[src/rtl/core/bidp_pkg.sv]
// Shared types, constants and helper functions for the backlight idle dimming policy.
package bidp_pkg;

	localparam int TIME_BITS = 48;
	localparam int LEVEL_W   = 7;
	localparam int WAIT_W    = 32;
	localparam int OPAC_W    = 8;

	localparam int IN_DATA_W  = 56;
	localparam int IN_USER_W  = 3;
	localparam int OUT_DATA_W = 24;

	localparam int APB_ADDR_W = 5;
	localparam int APB_DATA_W = 32;

	// n / 100 == (n * 5243) >> 19 for every n below 2^15
	localparam logic [12:0] OPAC_RECIP = 13'd5243;
	localparam int          OPAC_SHIFT = 19;

	localparam logic [LEVEL_W-1:0] LEVEL_FULL = 7'd100;

	localparam logic [LEVEL_W-1:0] ACTIVE_LEVEL_RST    = 7'd100;
	localparam logic [LEVEL_W-1:0] IDLE_LEVEL_RST      = 7'd30;
	localparam logic [LEVEL_W-1:0] OFFLINE_LEVEL_RST   = 7'd10;
	localparam logic [WAIT_W-1:0]  DETAIL_HOLD_MS_RST  = 32'd10000;
	localparam logic [WAIT_W-1:0]  IDLE_WAIT_MS_RST    = 32'd30000;
	localparam logic [WAIT_W-1:0]  OFFLINE_WAIT_MS_RST = 32'd60000;

	typedef enum logic [2:0] {
		KIND_RESTART  = 3'd0,
		KIND_SNAPSHOT = 3'd1,
		KIND_TAP      = 3'd2,
		KIND_ACTIVITY = 3'd3,
		KIND_TICK     = 3'd4
	} kind_t;

	typedef enum logic [2:0] {
		REG_ACTIVE_LEVEL    = 3'd0,
		REG_IDLE_LEVEL      = 3'd1,
		REG_OFFLINE_LEVEL   = 3'd2,
		REG_DETAIL_HOLD_MS  = 3'd3,
		REG_IDLE_WAIT_MS    = 3'd4,
		REG_OFFLINE_WAIT_MS = 3'd5
	} reg_idx_t;

	typedef struct packed {
		logic [LEVEL_W-1:0] active_level;
		logic [LEVEL_W-1:0] idle_level;
		logic [LEVEL_W-1:0] offline_level;
		logic [WAIT_W-1:0]  detail_hold_ms;
		logic [WAIT_W-1:0]  idle_wait_ms;
		logic [WAIT_W-1:0]  offline_wait_ms;
	} cfg_t;

	typedef struct packed {
		logic [2:0]           kind;
		logic [TIME_BITS-1:0] now_ms;
		logic                 detail_present;
		logic                 in_region;
		logic                 link_up;
		logic                 agent_idle;
	} item_t;

	typedef struct packed {
		logic               level_changed;
		logic               view_changed;
		logic [LEVEL_W-1:0] level_now;
		logic               detail_shown;
		logic [OPAC_W-1:0]  dim_opacity;
	} result_t;

	// Timeout reached only when time has not gone backwards
	function automatic logic waited(input logic [TIME_BITS-1:0] now_t,
		input logic [TIME_BITS-1:0] start_t, input logic [WAIT_W-1:0] wait_ms);
		logic [TIME_BITS-1:0] span;
		begin
			span = now_t - start_t;
			return (now_t >= start_t) &&
				(span >= {{(TIME_BITS-WAIT_W){1'b0}}, wait_ms});
		end
	endfunction

	// round((100 - min(level,100)) * 255 / 100)
	function automatic logic [OPAC_W-1:0] opacity_of(input logic [LEVEL_W-1:0] level);
		logic [LEVEL_W-1:0] lv;
		logic [LEVEL_W-1:0] dark;
		logic [14:0]        num;
		logic [27:0]        prod;
		begin
			lv   = (level > LEVEL_FULL) ? LEVEL_FULL : level;
			dark = LEVEL_FULL - lv;
			num  = {dark, 8'd0} - {8'd0, dark} + 15'd50;
			prod = {13'd0, num} * {15'd0, OPAC_RECIP};
			return prod[OPAC_SHIFT +: OPAC_W];
		end
	endfunction

endpackage

[src/rtl/core/bidp_cfg_regs.sv]
// APB configuration register file for the dimming policy.
module bidp_cfg_regs (
	input  logic                             clk,
	input  logic                             arst_n,
	input  logic                             psel,
	input  logic                             penable,
	input  logic                             pwrite,
	input  logic [bidp_pkg::APB_ADDR_W-1:0]  paddr,
	input  logic [bidp_pkg::APB_DATA_W-1:0]  pwdata,
	output logic [bidp_pkg::APB_DATA_W-1:0]  prdata,
	output logic                             pready,
	output bidp_pkg::cfg_t                   cfg
);

	bidp_pkg::cfg_t cfg_q;
	logic           wr_en;
	logic [2:0]     reg_sel;

	assign pready  = 1'b1;
	assign wr_en   = psel && penable && pwrite && pready;
	assign reg_sel = paddr[4:2];
	assign cfg     = cfg_q;

	always_ff @(posedge clk or negedge arst_n) begin
		if (!arst_n) begin
			cfg_q.active_level    <= bidp_pkg::ACTIVE_LEVEL_RST;
			cfg_q.idle_level      <= bidp_pkg::IDLE_LEVEL_RST;
			cfg_q.offline_level   <= bidp_pkg::OFFLINE_LEVEL_RST;
			cfg_q.detail_hold_ms  <= bidp_pkg::DETAIL_HOLD_MS_RST;
			cfg_q.idle_wait_ms    <= bidp_pkg::IDLE_WAIT_MS_RST;
			cfg_q.offline_wait_ms <= bidp_pkg::OFFLINE_WAIT_MS_RST;
		end else if (wr_en) begin
			unique case (bidp_pkg::reg_idx_t'(reg_sel))
				bidp_pkg::REG_ACTIVE_LEVEL:    cfg_q.active_level    <= pwdata[6:0];
				bidp_pkg::REG_IDLE_LEVEL:      cfg_q.idle_level      <= pwdata[6:0];
				bidp_pkg::REG_OFFLINE_LEVEL:   cfg_q.offline_level   <= pwdata[6:0];
				bidp_pkg::REG_DETAIL_HOLD_MS:  cfg_q.detail_hold_ms  <= pwdata;
				bidp_pkg::REG_IDLE_WAIT_MS:    cfg_q.idle_wait_ms    <= pwdata;
				bidp_pkg::REG_OFFLINE_WAIT_MS: cfg_q.offline_wait_ms <= pwdata;
				default: ;
			endcase
		end
	end

	always_comb begin
		unique case (bidp_pkg::reg_idx_t'(reg_sel))
			bidp_pkg::REG_ACTIVE_LEVEL:    prdata = {25'd0, cfg_q.active_level};
			bidp_pkg::REG_IDLE_LEVEL:      prdata = {25'd0, cfg_q.idle_level};
			bidp_pkg::REG_OFFLINE_LEVEL:   prdata = {25'd0, cfg_q.offline_level};
			bidp_pkg::REG_DETAIL_HOLD_MS:  prdata = cfg_q.detail_hold_ms;
			bidp_pkg::REG_IDLE_WAIT_MS:    prdata = cfg_q.idle_wait_ms;
			bidp_pkg::REG_OFFLINE_WAIT_MS: prdata = cfg_q.offline_wait_ms;
			default:                       prdata = '0;
		endcase
	end

endmodule

[src/rtl/core/bidp_policy.sv]
// Policy state registers and the combinational next-state update for each event.
module bidp_policy (
	input  logic                clk,
	input  logic                arst_n,
	input  logic                step,
	input  bidp_pkg::item_t     item,
	input  bidp_pkg::cfg_t      cfg,
	output bidp_pkg::result_t   res
);

	logic [bidp_pkg::TIME_BITS-1:0] last_active_q;
	logic [bidp_pkg::LEVEL_W-1:0]   level_q;
	logic                           open_q;
	logic [bidp_pkg::TIME_BITS-1:0] opened_at_q;

	logic [bidp_pkg::TIME_BITS-1:0] last_active_n;
	logic [bidp_pkg::LEVEL_W-1:0]   level_n;
	logic                           open_n;
	logic [bidp_pkg::TIME_BITS-1:0] opened_at_n;
	logic [bidp_pkg::LEVEL_W-1:0]   target;
	logic                           lvl_chg;
	logic                           view_chg;

	logic wake_chg;
	logic hold_done;
	logic idle_done;
	logic offline_done;

	assign wake_chg     = level_q != cfg.active_level;
	assign hold_done    = bidp_pkg::waited(item.now_ms, opened_at_q, cfg.detail_hold_ms);
	assign idle_done    = bidp_pkg::waited(item.now_ms, last_active_q, cfg.idle_wait_ms);
	assign offline_done = bidp_pkg::waited(item.now_ms, last_active_q, cfg.offline_wait_ms);

	always_comb begin
		last_active_n = last_active_q;
		level_n       = level_q;
		open_n        = open_q;
		opened_at_n   = opened_at_q;
		target        = cfg.active_level;
		lvl_chg       = 1'b0;
		view_chg      = 1'b0;
		case (item.kind)
			bidp_pkg::KIND_RESTART: begin
				lvl_chg       = wake_chg;
				level_n       = cfg.active_level;
				view_chg      = open_q;
				open_n        = 1'b0;
				opened_at_n   = '0;
				last_active_n = item.now_ms;
			end
			bidp_pkg::KIND_SNAPSHOT: begin
				last_active_n = item.now_ms;
				lvl_chg       = wake_chg;
				level_n       = cfg.active_level;
				if (open_q && !item.detail_present) begin
					open_n      = 1'b0;
					opened_at_n = '0;
					view_chg    = 1'b1;
				end
			end
			bidp_pkg::KIND_TAP: begin
				last_active_n = item.now_ms;
				// a tap on a dimmed screen only wakes it
				if (wake_chg) begin
					level_n = cfg.active_level;
					lvl_chg = 1'b1;
				end else if (item.in_region && item.detail_present) begin
					open_n      = !open_q;
					opened_at_n = open_q ? '0 : item.now_ms;
					view_chg    = 1'b1;
				end
			end
			bidp_pkg::KIND_ACTIVITY: begin
				last_active_n = item.now_ms;
				lvl_chg       = wake_chg;
				level_n       = cfg.active_level;
			end
			bidp_pkg::KIND_TICK: begin
				if (open_q && hold_done) begin
					open_n      = 1'b0;
					opened_at_n = '0;
					view_chg    = 1'b1;
				end
				if (!item.link_up && offline_done) begin
					target = cfg.offline_level;
				end else if (item.link_up && item.agent_idle && idle_done) begin
					target = cfg.idle_level;
				end
				if (target != level_q) begin
					level_n = target;
					lvl_chg = 1'b1;
				end
			end
			default: ;
		endcase
	end

	always_ff @(posedge clk or negedge arst_n) begin
		if (!arst_n) begin
			last_active_q <= '0;
			level_q       <= bidp_pkg::ACTIVE_LEVEL_RST;
			open_q        <= 1'b0;
			opened_at_q   <= '0;
		end else if (step) begin
			last_active_q <= last_active_n;
			level_q       <= level_n;
			open_q        <= open_n;
			opened_at_q   <= opened_at_n;
		end
	end

	assign res.level_changed = lvl_chg;
	assign res.view_changed  = view_chg;
	assign res.level_now     = level_n;
	assign res.detail_shown  = open_n;
	assign res.dim_opacity   = bidp_pkg::opacity_of(level_n);

endmodule

[src/rtl/core/backlight_idle_dimming_policy_core.sv]
// Top level of the backlight idle dimming policy: stream ports, input and result registers.
// Takes one event per clock: an event is captured in the input register, then applied to
// the policy state as its result is loaded into the result register for the master side.
// Throughput is one event per cycle, set by the state update (three 48-bit compares and
// level/opacity logic), dropping only while m_tready low holds the result register. The
// user must write configuration over APB only while idle; the block does not enforce it.
module backlight_idle_dimming_policy_core (
	input  logic                             clk,
	input  logic                             arst_n,
	input  logic                             s_tvalid,
	output logic                             s_tready,
	// [47:0] now_ms, [48] detail_present, [49] in_region, [50] link_up, [51] agent_idle
	input  logic [bidp_pkg::IN_DATA_W-1:0]   s_tdata,
	// [2:0] kind
	input  logic [bidp_pkg::IN_USER_W-1:0]   s_tuser,
	output logic                             m_tvalid,
	input  logic                             m_tready,
	// [0] level_changed, [1] view_changed, [8:2] level_now, [9] detail_shown,
	// [17:10] dim_opacity
	output logic [bidp_pkg::OUT_DATA_W-1:0]  m_tdata,
	input  logic                             psel,
	input  logic                             penable,
	input  logic                             pwrite,
	input  logic [bidp_pkg::APB_ADDR_W-1:0]  paddr,
	input  logic [bidp_pkg::APB_DATA_W-1:0]  pwdata,
	output logic [bidp_pkg::APB_DATA_W-1:0]  prdata,
	output logic                             pready
);

	bidp_pkg::cfg_t    cfg;
	bidp_pkg::item_t   item_in;
	bidp_pkg::item_t   item_s1;
	bidp_pkg::result_t res;
	bidp_pkg::result_t res_s2;
	logic              valid_s1;
	logic              valid_s2;
	logic              in_take;
	logic              advance;

	assign item_in.kind           = s_tuser;
	assign item_in.now_ms         = s_tdata[bidp_pkg::TIME_BITS-1:0];
	assign item_in.detail_present = s_tdata[48];
	assign item_in.in_region      = s_tdata[49];
	assign item_in.link_up        = s_tdata[50];
	assign item_in.agent_idle     = s_tdata[51];

	assign advance  = valid_s1 && (!valid_s2 || m_tready);
	assign s_tready = !valid_s1 || advance;
	assign in_take  = s_tvalid && s_tready;

	always_ff @(posedge clk or negedge arst_n) begin
		if (!arst_n) begin
			valid_s1 <= 1'b0;
			valid_s2 <= 1'b0;
		end else begin
			if (in_take) begin
				valid_s1 <= 1'b1;
			end else if (advance) begin
				valid_s1 <= 1'b0;
			end
			if (advance) begin
				valid_s2 <= 1'b1;
			end else if (m_tready) begin
				valid_s2 <= 1'b0;
			end
		end
	end

	always_ff @(posedge clk) begin
		if (in_take) begin
			item_s1 <= item_in;
		end
		if (advance) begin
			res_s2 <= res;
		end
	end

	bidp_cfg_regs u_cfg (
		.clk     (clk),
		.arst_n  (arst_n),
		.psel    (psel),
		.penable (penable),
		.pwrite  (pwrite),
		.paddr   (paddr),
		.pwdata  (pwdata),
		.prdata  (prdata),
		.pready  (pready),
		.cfg     (cfg)
	);

	bidp_policy u_policy (
		.clk    (clk),
		.arst_n (arst_n),
		.step   (advance),
		.item   (item_s1),
		.cfg    (cfg),
		.res    (res)
	);

	assign m_tvalid = valid_s2;
	assign m_tdata  = {6'd0, res_s2.dim_opacity, res_s2.detail_shown, res_s2.level_now,
		res_s2.view_changed, res_s2.level_changed};

endmodule

[config.mk]
export PLATFORM = sky130hd
export DESIGN_NAME = backlight_idle_dimming_policy_core
export DESIGN_NICKNAME = d
export VERILOG_FILES = /design/src/rtl/core/bidp_pkg.sv /design/src/rtl/core/bidp_cfg_regs.sv /design/src/rtl/core/bidp_policy.sv /design/src/rtl/core/backlight_idle_dimming_policy_core.sv
export SDC_FILE = /design/constraint.sdc
export NUM_CORES = 1
export LEC_CHECK = 0
export ABC_AREA = 1
export BUFFER_PORTS_ARGS = -buffer_cell sky130_fd_sc_hd__buf_2
export CAP_MARGIN = 20
export CORE_UTILIZATION = 55
export DETAILED_ROUTE_END_ITERATION = 16
export GPL_ROUTABILITY_DRIVEN = 0
export GPL_TIMING_DRIVEN = 0
export MAX_ROUTING_LAYER = met4
export PLACE_DENSITY = 0.74
export SLEW_MARGIN = 20
export SYNTH_ARGS = -nofsm -noshare
export SYNTH_HDL_FRONTEND = slang
export SYNTH_SLANG_ARGS = --single-unit
[constraint.sdc]
create_clock -name clk -period 18 [get_ports clk]
set_input_delay 0.9 -clock clk [delete_from_list [all_inputs] [get_ports clk]]
set_output_delay 0.9 -clock clk [all_outputs]
set_load 0.02 [all_outputs]
==> results of run 1 <==
## how the worst max path moves through the flow
stage / cells after the start / end / from / slack (ns)
after floorplan: 60 / m_tdata[17] / item_s1[4] / 8.76
after global placement: 56 / m_tdata[17] / item_s1[14] / 6.76
after detailed placement: 56 / m_tdata[17] / item_s1[14] / 6.67
after CTS: 58 / m_tdata[17] / item_s1[10] / 6.62
after global routing: 57 / m_tdata[17] / item_s1[10] / 5.64
final: 58 / m_tdata[17] / item_s1[10] / 6.43
## critical path, delay by kind of cell, from the launching register on
kind                     cells  cell delay, ns
adder cells (fa/ha/maj)      9            3.75
AO/OA/AOI/OAI                9            1.58
flip-flops                   1            0.52
buffers and inverters       12            0.90
AND/OR/NAND/NOR             26            3.29
XOR/XNOR                     2            1.19
## layout by cell type (no fill, tap or decap), types with 31 or more instances in the layout
cell | netlist | final
a21oi_1 | 191 | 191
buf_2 | 5 | 152
clkbuf_1 | 49 | 61
clkbuf_16 | 0 | 39
dfrtp_1 | 192 | 192
dfstp_2 | 31 | 31
edfxtp_1 | 73 | 73
fa_1 | 68 | 68
ha_1 | 292 | 292
inv_1 | 702 | 701
nand2_1 | 926 | 926
nand3_1 | 133 | 133
nor2_1 | 247 | 247
nor3_1 | 34 | 34
o21ai_0 | 198 | 198
xor2_1 | 72 | 72
## cell type report
cell class | instances | area, µm²
Antenna cell | 1 | 2.50
Buffer | 70 | 322
Clock buffer | 57 | 1100
Clock inverter | 11 | 148
Fill cell | 4262 | 17700
Inverter | 734 | 2760
Multi-Input combinational cell | 2461 | 15100
Sequential cell | 296 | 7810
Tap cell | 607 | 759
Timing Repair Buffer | 151 | 833
## logic make-up (layout without fill, tap and decap cells)
family	count (synthesis)	in the layout	share of synthesized area [%]
and+or+nand+nor	1479	1479	23.9
buffers and inverters	804	1023	11.9
adders and majority gates	360	360	19.3
AOI/OAI and AO/OA	515	515	11.4
xor gates and xnor gates	100	100	3.40
other	2	8	0.0289
DFF	296	296	30.1
## flip-flops by register name, indices dropped and copies added, names as in the netlist
register	cells
u_policy.last_active_q	48
u_policy.opened_at_q	48
u_policy.level_q	7
u_cfg.cfg	117
m_tdata	18
item_s1	55
valid_s1	1
u_policy.open_q	1
m_tvalid	1
## layer usage
metal	up-vias	global-route usage, %	part of all wire (%)
li1	11600	-	-
met2	897	50.1	44
met1	10900	43.7	44
met5	-	-	0
met4	0	12.3	3.7
met3	178	4.41	7.6
## stage by stage
step	cells	setup slack (ns)	hold slack [ns]	utilization [%]
after floorplan	3561	8.76	0.442	-
after global placement	4316	6.76	0.454	59.0
after detailed placement	4319	6.67	0.458	59.2
after CTS	4387	6.62	0.236	61.9
after global routing	4388	5.64	0.266	61.9
final	4388	6.43	0.224	61.9
==> results_dict.tcl, run 1 <==
set metrics [dict create \
    status "completed" \
    fp-row-count 79 \
    dr.pass1.iters 6 \
    cts_hold_buf 0 \
    clock-sinks 296 \
    placed_area_mm2 0.0276 \
    rsz0062_at_grt "false" \
    grt_max_degree 95 \
    r2r_end "m_tdata[17]" \
    area.growth.synth_to_final_pct 11.0 \
    wire_per_inst_um 17.0 \
    synth_cells 3556 \
    cp.required_ns 18.26 \
    drtAntennaViolNets 0 \
    tns_ns 0 \
    drtIter0Drc 2130 \
    via_per_inst 5.38 \
    crit_path_end_kind "register" \
    gr-total-overflow 0 \
    syn_avg_cell_area_um2 7.30 \
    grt_pass1_wl_um 118000 \
    root_buffer "clkbuf_16" \
    clockBufferDepth 3 \
    reg2reg_slack_ns 6.43 \
    worst-setup-path-type "register to register" \
    slowest_delay_ns 0.66 \
    reg2reg_from "item_s1[10]" \
    die_h_um 219 \
    port_buffers 148 \
    ys_top_cells_by_area "dfrtp_1, ha_1, nand2_1" \
    antenna_found_initial 1 \
    vias 23600 \
    die_area_mm2 0.0481 \
    yosysSeqAreaShare_pct 30.1 \
    synthesis.area_mm2 0.0260 \
    grt_pass1_vias 22500 \
    drv_slew 0 \
    cts-resized-gates 0 \
    synth_largest_area_cell "dfrtp_1" \
    period_minus_slack_ns 11.57 \
    cts_made_buffers 37 \
    clkTransAtPathRegs_ns 0.06 \
    clk_latency_ns 0.58 \
    grt_usage_pct 32.6 \
    slowest_stage "xor2_1" \
    drive_above_1_share_pct 10.1 \
    cts_tree "built" \
    final_hold_viol_count 0 \
    synth.most_common_cell "nand2_1" \
    cts_setup_buffers 0 \
    ioPinCount 162 \
    totalWireLength_um 74700 \
    synth-seq-cells 296 \
    path_max_fanout 8 \
    netlist-cell-type-count 64 \
    die_w_um 219 \
    start_kind "register" \
    worstMarginPinSlew_ns 0.993 \
    synth_edf_count 73 \
    maxSlewHeadroom_pct 33.3 \
    hpwl_um 60800 \
    setup_viol 0 \
    start_util_pct 55.8 \
    clock.fmax_mhz 86.4 \
    cap_violations 0 \
    design.core.area_mm2 0.0466 \
    r2r_cells 58 \
    skew_ns 0.0285 \
    cp_common_cell "nand2_1" \
    hp-class "primary input to async pin" \
    synthTopCellsByCount "nand2_1, inv_1, ha_1" \
    htree_levels 2 \
    ys.flop_type "dfrtp_1" \
    drc 0 \
    synthArstFlopShare_pct 75.3 \
    synth_top_area_share_pct 18.5 \
    stdcell_area_mm2 0.0288 \
    worst_ep_arrival_time_ns 11.83 \
    finalCritPeriodShare_pct 64.3 \
    final_nets 4214 \
    yosysWarnings 0 \
]
Power of run 1 is left out: the tool's default activity adds up to more than one toggle a clock period on the data nets, which glitch-free logic cannot reach.
==> run 2, diff against run 1 <==
- ABC_AREA: 1 -> 0
- clock period: 18 -> 11.8 ns (I/O delays scaled with it)
==> results_dict.tcl, run 2 <==
set metrics [dict create \
    area.growth.synth_to_final_pct 19.3 \
    cp_common_cell "buf_4" \
    totalWireLength_um 74800 \
    period_minus_slack_ns 12.31 \
    yosysSeqAreaShare_pct 31.7 \
    reg2reg_from "item_s1[21]" \
    wl_met2_um 35200 \
    stdcell_count 3668 \
    skew_ns 0.0332 \
    hp-class "primary input to register" \
    clock-sinks 296 \
    design.core.area_mm2 0.0442 \
    wire_per_inst_um 20.4 \
    die_area_mm2 0.0457 \
    grt_pass1_wl_um 116000 \
    route.met3.wl_um 5360 \
    clkTransAtPathRegs_ns 0.06 \
    tns_ns -2.35 \
    vias 22500 \
    grt_max_degree 98 \
    synth-seq-cells 296 \
    r2r_end "m_tdata[16]" \
    root_buffer "clkbuf_16" \
    crit_path_end_kind "register" \
    clk_latency_ns 0.58 \
    dr.pass1.iters 6 \
    synth_edf_count 73 \
    syn_avg_cell_area_um2 8.95 \
    status "complete, but fails checks" \
    final_common_cell "inv_1" \
    layout_setup_ws_ns -0.509 \
    yosysWarnings 0 \
    synth_largest_area_cell "dfrtp_1" \
    rsz0062_at_grt "true" \
    start_kind "register" \
    grt_usage_pct 33.8 \
    drc 0 \
    synthTopCellsByCount "inv_1, ha_1, nand2_1" \
    ioPinCount 162 \
    ys.flop_type "dfrtp_1" \
    worstMarginPinSlew_ns 1.11 \
    synthArstFlopShare_pct 75.3 \
    maxSlewHeadroom_pct 26.1 \
    clockBufferDepth 3 \
    drtIter0Drc 2006 \
    final_nets 3511 \
    worst-setup-path-type "register to register" \
    place_ws_ns -2.59 \
    fp-row-count 77 \
    synth.most_common_cell "inv_1" \
    drive_above_1_share_pct 19.3 \
    htree_levels 2 \
    path_max_fanout 6 \
    die_w_um 214 \
    grt_pass1_vias 22000 \
    clock.fmax_mhz 81.2 \
    worst_ep_arrival_time_ns 12.63 \
    diodes 0 \
    fill_cells 3452 \
    antenna_found_initial 0 \
    slowest_delay_ns 0.52 \
    failed_checks "negative setup slack" \
    holdPathStages 1 \
    synth_cells 2754 \
    ys_top_cells_by_area "dfrtp_1, ha_1, edfxtp_1" \
    hold_path_end "item_s1[27]" \
    synth_top_area_share_pct 19.5 \
    slowest_stage "fa_1" \
    mostFrequentLayoutCells "inv_1, nand2_1, ha_1" \
    via_per_inst 6.12 \
    met1Wirelength_um 30100 \
    setup_viol 7 \
    r2r_cells 56 \
    dp_cells 3501 \
    drv_slew 0 \
    synthesis.area_mm2 0.0247 \
    cp.required_ns 12.13 \
    fin_worst_hold_slack_ns 0.187 \
    cap_violations 0 \
    final_hold_viol_count 0 \
    hpwl_um 55000 \
    cts_made_buffers 36 \
    port_buffers 147 \
    start_util_pct 55.7 \
    netlist-cell-type-count 95 \
    topRoutingLayerUsed "met4" \
    finalCritPeriodShare_pct 104 \
    min_from "s_tdata[23]" \
    drtAntennaViolNets 0 \
    reg2reg_slack_ns -0.51 \
    die_h_um 214 \
    cts_tree "built" \
    gr-total-overflow 0 \
    largest_reg_flops 117 \
]
-- run 2: what timing repair did --
item / 4_1_cts / 5_1_grt
pin swaps: 74 / 59
endpoints found under the setup margin: 8 / 8
hold buffers: 1 / 0
gates cloned: 2 / 0
buffers inserted: 75 / 29
hold endpoints to repair: 46 / 0
resized for setup: 161 / 58
-- run 2: how the worst max path moves through the flow --
stage / slack [ns] / depth (start not counted) / to / start
final: -0.51 / 56 / m_tdata[16] / item_s1[21]
after global routing: -0.92 / 57 / m_tdata[16] / item_s1[21]
after CTS: -0.11 / 57 / m_tdata[17] / item_s1[5]
after detailed placement: -2.59 / 48 / m_tdata[16] / item_s1[5]
after global placement: -2.43 / 49 / m_tdata[16] / item_s1[4]
after floorplan: 0.003 / 52 / m_tdata[16] / item_s1[6]
-- run 2: per-layer routing --
layer,global-route usage [%],up-vias
li1,-,10300
met1,41.8,10900
met2,54.3,1075
met3,4.17,260
met4,17.4,0
met5,-,-
-- run 2: critical path, delay by kind of cell, from the launching register on --
kind | cells | cell delay (ns)
AO/OA/AOI/OAI | 22 | 4.61
XOR/XNOR | 3 | 0.66
adder cells (fa/ha/maj) | 9 | 3.16
buffers and inverters | 15 | 1.73
flip-flops | 1 | 0.47
AND/OR/NAND/NOR | 7 | 1.41
-- run 2: area by class of cell --
type | count | area (µm²) | area share, %
Buffer | 104 | 493 | 1.68
Clock buffer | 46 | 960 | 3.26
Clock inverter | 20 | 289 | 0.983
Inverter | 381 | 1430 | 4.88
Multi-Input combinational cell | 1972 | 16000 | 54.5
Sequential cell | 296 | 7810 | 26.6
Tap cell | 592 | 741 | 2.52
Timing Repair Buffer | 257 | 1660 | 5.64
-- run 2: logic make-up after synthesis --
kind of cell,share of synthesized area [%]
compound gates,20.7
xor+xnor,3.41
fa+ha+maj,20.3
buf+inv,7.74
flops,31.7
mux,3.54
other cells,0.0305
simple gates,12.5
-- run 2: metrics by stage --
stage / area (µm²) / util, %
6_report: 29400 / 66.5
5_1_grt: 29400 / 66.5
4_1_cts: 28900 / 65.4
3_5_place_dp: 26300 / 59.4
3_3_place_gp: 26200 / 59.2
2_1_floorplan: 24700 / -
Power of run 2 is left out for the same reason.
